<file path="src/rtl/nd_transpose_index_generator_macros.svh">
// Assertion helpers shared by the RTL; clock and reset are the house names.
`ifndef ND_TRANSPOSE_INDEX_GENERATOR_MACROS_SVH
`define ND_TRANSPOSE_INDEX_GENERATOR_MACROS_SVH

// Property checked on every edge outside reset.
`define NDTIG_ASSERT(lbl, prop, msg) \
  lbl: assert property (@(posedge clk_i) disable iff (!rst_ni) prop) else $error(msg);

// Antecedent in one cycle, consequent in the next.
`define NDTIG_ASSERT_NXT(lbl, ante, cons, msg) \
  `NDTIG_ASSERT(lbl, (ante) |=> (cons), msg)

`endif

</file>
<file path="src/rtl/ndtig_pkg.sv">
package ndtig_pkg;

  localparam int MAX_DIMS_DEF   = 6;
  localparam int INDEX_BITS_DEF = 32;

  localparam int VALUE_W     = 64;
  localparam int FIELD_IDX_W = 32;
  localparam int DIGIT_W     = 12;
  localparam int BOUND_W     = 13;
  localparam int DIMS_W      = 3;

  localparam int NUM_BOUND_REGS = 6;
  localparam int CFG_IDX_W      = 3;
  localparam int CFG_DATA_W     = 13;

  localparam logic [CFG_IDX_W-1:0] REG_NUM_DIMS   = 3'd0;
  localparam logic [CFG_IDX_W-1:0] REG_BOUND_BASE = 3'd1;
  localparam logic [CFG_IDX_W-1:0] REG_LAST       = 3'd6;

  localparam logic [DIMS_W-1:0]  NUM_DIMS_RESET = 3'd2;
  localparam logic [BOUND_W-1:0] BOUND_RESET    = 13'd1;
  localparam logic [BOUND_W-1:0] BOUND_MAX      = 13'd4096;

  // Control handed from the top level to every cell.
  typedef struct packed {
    logic restart;
    logic advance;
    logic last;
  } cell_ctrl_t;

  // Status a cell reports back.
  typedef struct packed {
    logic carry;
    logic at_max;
    logic is_k;
  } cell_stat_t;

  // Zero reads as one, anything above the maximum as the maximum.
  function automatic logic [BOUND_W-1:0] clamp_bound(input logic [BOUND_W-1:0] b);
    logic [BOUND_W-1:0] r;
    r = b;
    if (b == '0) begin
      r = BOUND_W'(1);
    end else if (b > BOUND_MAX) begin
      r = BOUND_MAX;
    end
    return r;
  endfunction

endpackage

</file>
<file path="src/rtl/ndtig_cell.sv">
module ndtig_cell
  import ndtig_pkg::*;
#(
  parameter int INDEX_BITS = INDEX_BITS_DEF
) (
  input  logic                  clk_i,
  input  logic                  rst_ni,
  input  cell_ctrl_t            ctrl_i,
  input  logic                  active_i,
  input  logic [BOUND_W-1:0]    bound_i,
  input  logic [INDEX_BITS-1:0] stride_i,
  input  logic [INDEX_BITS-1:0] top_span_i,
  input  logic                  carry_i,
  output logic [INDEX_BITS-1:0] span_o,
  output logic [INDEX_BITS-1:0] delta_o,
  output cell_stat_t            stat_o
);

  localparam int PW = INDEX_BITS + BOUND_W;

  logic [DIGIT_W-1:0]    digit_q;
  logic [BOUND_W-1:0]    digit_inc;
  logic                  at_top;
  logic                  inc;
  logic [PW-1:0]         prod;
  logic [INDEX_BITS-1:0] span_q;
  logic [INDEX_BITS-1:0] delta_q;

  assign digit_inc = BOUND_W'(digit_q) + BOUND_W'(1);
  assign at_top    = (digit_inc == bound_i);
  assign inc       = carry_i & active_i;

  assign stat_o.carry  = inc & at_top;
  assign stat_o.is_k   = inc & ~at_top;
  assign stat_o.at_max = at_top | ~active_i;

  // Span of this digit is the stride of the next one up.
  assign prod   = PW'(stride_i) * PW'(bound_i);
  assign span_o = span_q;

  // Net index step when this digit is the one that takes the increment.
  assign delta_o = stat_o.is_k ? delta_q : '0;

  always_ff @(posedge clk_i or negedge rst_ni) begin
    if (!rst_ni) begin
      digit_q <= '0;
    end else if (ctrl_i.restart || (ctrl_i.advance && ctrl_i.last)) begin
      digit_q <= '0;
    end else if (ctrl_i.advance && inc) begin
      digit_q <= at_top ? '0 : digit_inc[DIGIT_W-1:0];
    end
  end

  always_ff @(posedge clk_i) begin
    span_q  <= prod[INDEX_BITS-1:0];
    delta_q <= stride_i + span_q - top_span_i;
  end

endmodule

</file>
<file path="src/rtl/nd_transpose_index_generator.sv">
// A result appears in the output register in the cycle after its transaction.
// Throughput: one element per cycle while the output side keeps up.
// Strides travel down the cell chain one multiplier per cell, so after reset and after
// every write to a known register the input stalls until the settle counter reaches SETTLE.
// Reset: async active low; num_dims = 2, every bound = 1, walk at the origin.
`include "nd_transpose_index_generator_macros.svh"

module nd_transpose_index_generator
  import ndtig_pkg::*;
#(
  parameter int MAX_DIMS   = MAX_DIMS_DEF,
  parameter int INDEX_BITS = INDEX_BITS_DEF
) (
  input  logic                   clk_i,
  input  logic                   rst_ni,
  input  logic                   cfg_we_i,
  input  logic [CFG_IDX_W-1:0]   cfg_idx_i,
  input  logic [CFG_DATA_W-1:0]  cfg_data_i,
  input  logic                   s_axis_tvalid,
  output logic                   s_axis_tready,
  // elem_value[63:0]
  input  logic [VALUE_W-1:0]     s_axis_tdata,
  output logic                   m_axis_tvalid,
  input  logic                   m_axis_tready,
  // out_value[63:0], src_index[95:64], dst_index[127:96]
  output logic [VALUE_W+2*FIELD_IDX_W-1:0] m_axis_tdata,
  output logic                   m_axis_tlast
);

  localparam int DW     = $clog2(MAX_DIMS + 1);
  localparam int SETTLE = MAX_DIMS + 2;
  localparam int CW     = $clog2(SETTLE + 1);

  logic [DIMS_W-1:0]     num_dims_q;
  logic [BOUND_W-1:0]    bound_q [NUM_BOUND_REGS];
  logic [CW-1:0]         cnt_q;
  logic [INDEX_BITS-1:0] src_q;
  logic [INDEX_BITS-1:0] dst_q;
  logic [INDEX_BITS-1:0] top_span_q;
  logic                  m_valid_q;
  logic [VALUE_W-1:0]    out_value_q;
  logic [FIELD_IDX_W-1:0] out_src_q;
  logic [FIELD_IDX_W-1:0] out_dst_q;
  logic                  out_last_q;

  logic                  settled;
  logic                  cfg_hit;
  logic                  in_acc;
  logic                  last_w;
  logic [DIMS_W-1:0]     nd_clamp;
  logic [DW-1:0]         eff_dims;
  logic [DW-1:0]         top_w;
  logic [INDEX_BITS-1:0] top_span_d;
  logic [INDEX_BITS-1:0] delta_sum;
  logic [MAX_DIMS-1:0]   at_max_vec;
  logic [MAX_DIMS-1:0]   is_k_vec;
  cell_ctrl_t            ctrl;

  logic [INDEX_BITS-1:0] span_w  [MAX_DIMS];
  logic [INDEX_BITS-1:0] delta_w [MAX_DIMS];
  cell_stat_t            stat_w  [MAX_DIMS];

  always_comb begin
    nd_clamp = num_dims_q;
    if (num_dims_q == '0) begin
      nd_clamp = DIMS_W'(1);
    end else if (num_dims_q > MAX_DIMS) begin
      nd_clamp = DIMS_W'(MAX_DIMS);
    end
  end

  assign eff_dims = DW'(nd_clamp);
  assign top_w    = eff_dims - DW'(1);

  assign settled       = (cnt_q == CW'(SETTLE));
  assign cfg_hit       = cfg_we_i && (cfg_idx_i <= REG_LAST);
  assign s_axis_tready = settled && (!m_valid_q || m_axis_tready);
  assign in_acc        = s_axis_tvalid && s_axis_tready;
  assign last_w        = &at_max_vec;

  assign ctrl.restart = cfg_hit;
  assign ctrl.advance = in_acc && !cfg_hit;
  assign ctrl.last    = last_w;

  for (genvar d = 0; d < MAX_DIMS; d++) begin : g_cell
    logic [BOUND_W-1:0]    bound_eff;
    logic [INDEX_BITS-1:0] stride_in;
    logic                  carry_in;

    if (d < NUM_BOUND_REGS) begin : g_reg
      assign bound_eff = clamp_bound(bound_q[d]);
    end else begin : g_one
      assign bound_eff = BOUND_W'(1);
    end

    if (d == 0) begin : g_origin
      assign stride_in = INDEX_BITS'(1);
    end else begin : g_link
      assign stride_in = span_w[d-1];
    end

    // The top digit takes the increment; lower digits see the carry from above.
    if (d == MAX_DIMS - 1) begin : g_head
      assign carry_in = (top_w == DW'(d));
    end else begin : g_body
      assign carry_in = (top_w == DW'(d)) | stat_w[d+1].carry;
    end

    ndtig_cell #(
      .INDEX_BITS (INDEX_BITS)
    ) u_cell (
      .clk_i      (clk_i),
      .rst_ni     (rst_ni),
      .ctrl_i     (ctrl),
      .active_i   (DW'(d) < eff_dims),
      .bound_i    (bound_eff),
      .stride_i   (stride_in),
      .top_span_i (top_span_q),
      .carry_i    (carry_in),
      .span_o     (span_w[d]),
      .delta_o    (delta_w[d]),
      .stat_o     (stat_w[d])
    );

    assign at_max_vec[d] = stat_w[d].at_max;
    assign is_k_vec[d]   = stat_w[d].is_k;
  end

  always_comb begin
    top_span_d = '0;
    delta_sum  = '0;
    for (int d = 0; d < MAX_DIMS; d++) begin
      if (top_w == DW'(d)) begin
        top_span_d = top_span_d | span_w[d];
      end
      delta_sum = delta_sum | delta_w[d];
    end
  end

  always_ff @(posedge clk_i or negedge rst_ni) begin
    if (!rst_ni) begin
      num_dims_q <= NUM_DIMS_RESET;
      for (int i = 0; i < NUM_BOUND_REGS; i++) begin
        bound_q[i] <= BOUND_RESET;
      end
    end else if (cfg_we_i) begin
      if (cfg_idx_i == REG_NUM_DIMS) begin
        num_dims_q <= cfg_data_i[DIMS_W-1:0];
      end
      for (int i = 0; i < NUM_BOUND_REGS; i++) begin
        if (cfg_idx_i == REG_BOUND_BASE + CFG_IDX_W'(i)) begin
          bound_q[i] <= cfg_data_i[BOUND_W-1:0];
        end
      end
    end
  end

  always_ff @(posedge clk_i or negedge rst_ni) begin
    if (!rst_ni) begin
      cnt_q     <= '0;
      src_q     <= '0;
      dst_q     <= '0;
      m_valid_q <= 1'b0;
    end else begin
      if (in_acc) begin
        m_valid_q <= 1'b1;
      end else if (m_axis_tready) begin
        m_valid_q <= 1'b0;
      end
      if (cfg_hit) begin
        // rewind the walk and let the strides settle again
        cnt_q <= '0;
        src_q <= '0;
        dst_q <= '0;
      end else begin
        if (!settled) begin
          cnt_q <= cnt_q + CW'(1);
        end
        if (in_acc) begin
          if (last_w) begin
            src_q <= '0;
            dst_q <= '0;
          end else begin
            src_q <= src_q + INDEX_BITS'(1);
            dst_q <= dst_q + delta_sum;
          end
        end
      end
    end
  end

  always_ff @(posedge clk_i) begin
    top_span_q <= top_span_d;
    if (in_acc) begin
      out_value_q <= s_axis_tdata;
      out_src_q   <= FIELD_IDX_W'(src_q);
      out_dst_q   <= FIELD_IDX_W'(dst_q);
      out_last_q  <= last_w;
    end
  end

  assign m_axis_tvalid = m_valid_q;
  assign m_axis_tdata  = {out_dst_q, out_src_q, out_value_q};
  assign m_axis_tlast  = out_last_q;

  `NDTIG_ASSERT_NXT(a_last_rewinds,
    in_acc && last_w, src_q == '0 && dst_q == '0, "walk not rewound after last element")
  `NDTIG_ASSERT(a_one_digit_bumps,
    (in_acc && !last_w) |-> $onehot(is_k_vec), "increment must land on exactly one digit")
  `NDTIG_ASSERT_NXT(a_src_steps, in_acc && !last_w && !cfg_hit,
    src_q == $past(src_q) + 1'b1, "source index did not advance by one")
  `NDTIG_ASSERT_NXT(a_cfg_resettles, cfg_hit,
    !settled && src_q == '0 && dst_q == '0, "configuration write must restart the walk")

endmodule
</file>
<file path="config.mk">
export PLATFORM = sky130hd
export DESIGN_NAME = nd_transpose_index_generator
export DESIGN_NICKNAME = d
export VERILOG_FILES = /design/src/rtl/ndtig_pkg.sv /design/src/rtl/ndtig_cell.sv /design/src/rtl/nd_transpose_index_generator.sv
export VERILOG_INCLUDE_DIRS = /design/src /design/src/rtl
export SDC_FILE = /design/constraint.sdc
export NUM_CORES = 2
export LEC_CHECK = 0
export BUFFER_PORTS_ARGS = -buffer_cell sky130_fd_sc_hd__buf_4
export CAP_MARGIN = 20
export CORE_UTILIZATION = 34
export CTS_CLUSTER_SIZE = 40
export DETAILED_ROUTE_END_ITERATION = 6
export PLACE_DENSITY = 0.57
export SYNTH_ARGS = -nofsm -noshare
export SYNTH_HDL_FRONTEND = slang
export SYNTH_SLANG_ARGS = --single-unit
</file>
<file path="constraint.sdc">
create_clock -name clk_i -period 21 [get_ports clk_i]
set_input_delay 2.1 -clock clk_i [delete_from_list [all_inputs] [get_ports clk_i]]
set_output_delay 2.1 -clock clk_i [all_outputs]
set_load 0.05 [all_outputs]
</file>
[Word level (Yosys, flattened, before mapping)]
Index checks and enable logic that the tools add are counted.
Storage, ports and cells
  register bits: 748
  input bits: 85
  output and inout bits: 131
  word-level logic and storage cells: 238
Operators by class
  add/subtract/negate cells: 22
  multipliers: 5
  magnitude comparators: 14
  eq/ne operators: 19
  muxes and demuxes: 54
  bitwise gates (word level): 50
  reductions and logical operators: 40
Operator list (count)
  $mux W32: 17
  $or A32 B32 Y32: 10
  $mux W12: 18
  $sub A32 B32 Y32: 6
  $mux W13: 13
  $add A32 B32 Y32: 5
  $mul A32 B13 Y32: 4
  $add A12 B1 Y13 const B: 6
  $eq A13 B13 Y1: 6
  $gt A13 B13 Y1 const B: 6
  $logic_not A13 Y1: 6
  $add A13 B32 Y32: 1
  $add A32 B1 Y32 const B: 1
  $mul A13 B13 Y26: 1
  $and A1 B1 Y1: 17
  $reduce_bool A2 Y1: 8
  $eq A3 B3 Y1 const B: 5
  $add A1 B13 Y14 const A: 1
  $reduce_and A2 Y1: 7
  $eq A3 B2 Y1 const B: 4
  $not A1 Y1: 12
  $logic_and A1 B1 Y1: 11
  $or A1 B1 Y1: 11
  $logic_not A3 Y1: 3
  16 further kinds: 25

[Longest topological paths before layout]
  word-level depth: 32
  depth in mapped cells: 29
  mapped depth without buffers: 26

[Cells and area by module]
From an unflattened synthesis, not the netlist that was laid out.
Second synthesis, totals
  cell total of the unflattened synthesis: 12006
  area total of the unflattened synthesis: 105422.4 um^2
Modules (own cells, without submodules)
  ndtig_cell at g_cell[1].u_cell ...: times used 3, cells an instance 1783, area an instance 15193.3 um^2, sequential area each 1581.5 um^2
  ndtig_cell at g_cell[4].u_cell: times used 1, cells an instance 1795, area an instance 15137.0 um^2, sequential area each 1581.5 um^2
  ndtig_cell at g_cell[5].u_cell: times used 1, cells an instance 1775, area an instance 15065.7 um^2, sequential area each 1581.5 um^2
  ndtig_cell at g_cell[0].u_cell: times used 1, cells an instance 1778, area an instance 15063.2 um^2, sequential area each 1581.5 um^2
  nd_transpose_index_generator: times used 1, cells an instance 1309, area an instance 14576.5 um^2, sequential area each 8276.7 um^2

[Least setup slack after synthesis]
OpenSTA, ideal clock, no wires.
  path kind: input to register
  start point: input port m_axis_tready
  end point: register g_cell[3].u_cell.digit_q[1]
  library setup time: 125 ps
  data arrival time: 6937 ps
  data required time: 20875 ps
  setup slack: 13937 ps
  stages: 9
  buffers on the path: 1
  cells stage by stage: inv_1 > a21oi_1 > nand2_1 > inv_1 > nand2_1 > a21oi_1 > clkbuf_1 > nor2_1 > a2bb2o_1
Between the ends
  longest elaborated chain between the ends: 7
  elaborated cells on any way between the ends: 9
  classes of those cells: 1 x mux; 8 x reduce/logical
RTL lines
  start: declaration: line nd_transpose_index_generator.sv:24  | input logic m_axis_tready,
  $logic_or A1 B1 Y1 *: line nd_transpose_index_generator.sv:77  | assign s_axis_tready = settled && (!m_valid_q || m_axis_tready);
  $logic_and A1 B1 Y1 *: line nd_transpose_index_generator.sv:77
  named net s_axis_tready: line nd_transpose_index_generator.sv:20  | output logic s_axis_tready,
  $logic_and A1 B1 Y1 *: line nd_transpose_index_generator.sv:78  | assign in_acc = s_axis_tvalid && s_axis_tready;
  named net in_acc: line nd_transpose_index_generator.sv:48  | logic in_acc;
  $logic_and A1 B1 Y1 *: line nd_transpose_index_generator.sv:82  | assign ctrl.advance = in_acc && !cfg_hit;
  $logic_and A1 B1 Y1: line ndtig_cell.sv:47  | end else if (ctrl_i.restart || (ctrl_i.advance && ctrl_i.last)) begin
  $logic_or A1 B1 Y1: line ndtig_cell.sv:47
  $mux W12 / $reduce_bool A2 Y1 (equally long branches)
  end signal: assignment: line ndtig_cell.sv:50  | digit_q <= at_top ? '0 : digit_inc[DIGIT_W-1:0];
  end: declaration: line ndtig_cell.sv:21  | logic [DIGIT_W-1:0] digit_q;
Mark *: on every way through the listed nets, which the timed path passes. The rest lies on a longest branch.
A chain may end at the register's enable or synchronous reset.

[Final worst setup path]
  start point: register bound_q[12] (netlist name)
  end point: register g_cell[5].u_cell.span_q[31]
Between the ends
  longest elaborated chain between the ends: 4
  elaborated cells on any way between the ends: 5
  classes of those cells: 1 x mul; 1 x order compare; 2 x mux; 1 x reduce/logical
RTL lines
  start: declaration: line nd_transpose_index_generator.sv:35  | logic [BOUND_W-1:0] bound_q [NUM_BOUND_REGS];
  start signal: indexed assignment: line nd_transpose_index_generator.sv:152  | bound_q[i] <= cfg_data_i[BOUND_W-1:0];
  $gt A13 B13 Y1: line ndtig_pkg.sv:44  | end else if (b > BOUND_MAX) begin
  $mux W13: line ndtig_pkg.sv:44
  $mux W13 *: line ndtig_pkg.sv:42  | if (b == '0) begin
  $mul A32 B13 Y32 *: line ndtig_cell.sv:38  | assign prod = PW'(stride_i) * PW'(bound_i);
  named net g_cell[5].u_cell.prod[31]: line ndtig_cell.sv:25  | logic [PW-1:0] prod;
  end signal: assignment: line ndtig_cell.sv:55  | span_q <= prod[INDEX_BITS-1:0];
  end: declaration: line ndtig_cell.sv:26  | logic [INDEX_BITS-1:0] span_q;
Marks and branches as above.

==> flow_summary.yaml <==
setup_path:
  r2r_slack_ns: 12.92
  path_class: "reg -> reg"
  start_kind: "flop"
  arrival_ns: 8.67
  end_kind: "flop"
  crit_fanout: 43
  cp.required_ns: 21.59
sta:
  rsz0062_at_grt: "false"
  maxSlewViolCount: 0
  fin_crit_ns: 8.08
  skew_ns: 0.0762
  hold_viol: 0
  fin_crit_sh_pct: 38.5
  hold_slack_ns: 0.484
  fin_tns_setup_ns: 0
  worstMarginPinSlew_ns: 1.14
  max_freq_ghz: 0.124
  relSlewSlack_pct: 23.9
  setup_violations: 0
floorplan:
  ioPinCount: 216
  core.rowCount: 181
  die_area_mm2: 0.247
  fp.dieW_um: 497
  coreArea_mm2: 0.243
  die_height_um: 497
  initial_core_util_pct: 34.2
placed_design:
  place_congestion: 0.975
  dp_hpwl_mm: 227
  port_buffers: 215
  dp.cells: 12500
drt:
  wl_per_cell_um: 23.0
  antenna_left: 0
  post-route-drc-count: 3
  wirelength_mm: 292
  dr.pass1.iters: 7
  via_count: 66200
  drt-vias-per-instance: 5.22
  drt-initial-drc-count: 6085
logic_synthesis:
  synthCells: 9297
  synth.avg_cell_area_um2: 8.96
  syn_area_mm2: 0.0833
  synthFlopType: "dfxtp_1"
  synth_cell_types: 97
  synth_area_leaders: "fa_1, dfxtp_1, inv_1"
  yosysWarnings: 0
  synthArstFlopShare_pct: 29.9
  netlist.area_leader.share_pct: 30.5
  synth_edf_count: 129
  yosysSeqAreaShare_pct: 20.7
  yosys.area.top_type: "fa_1"
  ys_ff_latch: 742
  syn_nets: 11200
layout:
  nets: 11300
  drive_gt1_share_pct: 7.74
  final_core_util_pct: 37.9
  final_common_cell: "inv_1"
  area_growth_pct: 10.9
  stdcell_count: 12700
  layout_common_cells: "inv_1, nand2_1, fa_1, ha_1, buf_4"
grt:
  grt_first_pass_wirelength_mm: 442
  antenna_found_initial: 22
  overflow: 0
  grt_use_total_pct: 23.8
  grt_pass1_vias: 68500
  grt_max_degree: 85
clock_network:
  h-tree-depth: 3
  cts_buffers: 93
  clock_sinks: 742
  clock_path_buffers: 3
  root_buffer: "clkbuf_16"
  cts_tree: "done"
  hold_buffers: 0
  clock_latency_ns: 0.78
  cts.clk_slew.worst_paths_ns: 0.06
  cts_resized: 0
  cts_setup_buffers: 0
outcome:
  violations: "design-rule violations"
  outcome: "finished, violations left"
min_path:
  hold_path_class: "reg -> reg"
flow_run:
  drv_cap: 0
[synthesized netlist by cell type (90+ instances only)]
library cell     n
and2_1         173
a21o_1         116
clkbuf_1       354
xnor2_1        372
o21ai_0        201
edfxtp_1       129
nor2b_1        106
ha_1           526
dfrtp_1        215
inv_1         1794
a21oi_1        293
and3_1          90
nor2_1         338
nor3_1         211
dfxtp_1        391
fa_1          1271
nand3_1        136
nand2_1       1512
xor2_1         114
[through the flow]
step                      setup slack (ns)  area, um2
final                                12.92      92400
after global routing                 12.54      92300
after CTS                            12.95      92300
after detailed placement             12.98      88900
after global placement               13.08      88900
after floorplan                      13.94      83300
[area by class of cell]
| class | count | area (um2) |
|---|---|---|
| Fill cell | 24400 | 151000 |
| Multi-Input combinational cell | 6356 | 57900 |
| Sequential cell | 742 | 17300 |
| Inverter | 1795 | 6740 |
| Tap cell | 3202 | 4010 |
| Timing Repair Buffer | 399 | 3030 |
| Clock buffer | 131 | 2690 |
| Clock inverter | 43 | 656 |
| Antenna cell | 9 | 22.5 |
[critical path: stages, from the launching register on]
cell and delay (ns):
dfrtp_1 0.36, buf_4 0.30, nor2b_2 0.64, buf_4 0.38, nand2_1 0.11, fa_1 0.55, inv_1 0.05, fa_1 0.50
inv_1 0.06, fa_1 0.53, inv_1 0.05, fa_1 0.50, fa_1 0.43, ha_1 0.34, o21a_1 0.20, o21a_1 0.16
o21ai_0 0.28, o31ai_1 0.15, o31ai_1 0.63, a31oi_1 0.25, or2_1 0.28, and4_1 0.20, a2111oi_0 0.63, a21oi_1 0.17
xnor2_1 0.16
[layer usage]
layer | global-route usage [%] | vias up | part of all wire, %
li1 | - | 29400 | -
met1 | 31.7 | 33600 | 42
met2 | 37.4 | 2678 | 45
met3 | 4.36 | 513 | 8.3
met4 | 11.3 | 4 | 5.5
met5 | 0 | - | 0.0086
[worst paths after layout]
check	startpoint	end	depth (start not counted)
min in group asynchronous	rst_ni	cnt_q[3]	1
worst max-delay path	bound_q[12]	g_cell[5].u_cell.span_o[31]	24
worst min register to register	src_q[25]	out_src_q[25]	0
max in group asynchronous	rst_ni	bound_q[25]	2
worst min-delay path	src_q[25]	out_src_q[25]	0
worst max register to register	bound_q[12]	g_cell[5].u_cell.span_o[31]	24
[registers in the layout (all words and copies together), names as in the netlist]
signal                 cells
bound_q                   78
cnt_q                      4
dst_q                     32
g_cell.u_cell.delta_q    192
g_cell.u_cell.digit_q     72
g_cell.u_cell.span_o     167
m_axis_tlast               1
m_axis_tvalid              1
num_dims_q                 3
out_dst_q                 32
out_src_q                 32
out_value_q               64
src_q                     32
top_span_q                32
[cells by family (layout without fill, tap and decap cells)]
family                   after synthesis  after routing  synth area share (%)
AO/OA/AOI/OAI                       1178           1178                  9.30
XOR/XNOR                             491            491                  5.25
adder cells (fa/ha/maj)             1797           1797                  38.4
buffers and inverters               2199           2368                  9.95
flip-flops                           742            742                  20.7
multiplexers                          86             86                  1.16
other                                  0              9                     0
AND/OR/NAND/NOR                     2804           2804                  15.2
Power is not shown: default switching activity piles up to over one toggle a cycle in this logic, so the estimate is an artifact.
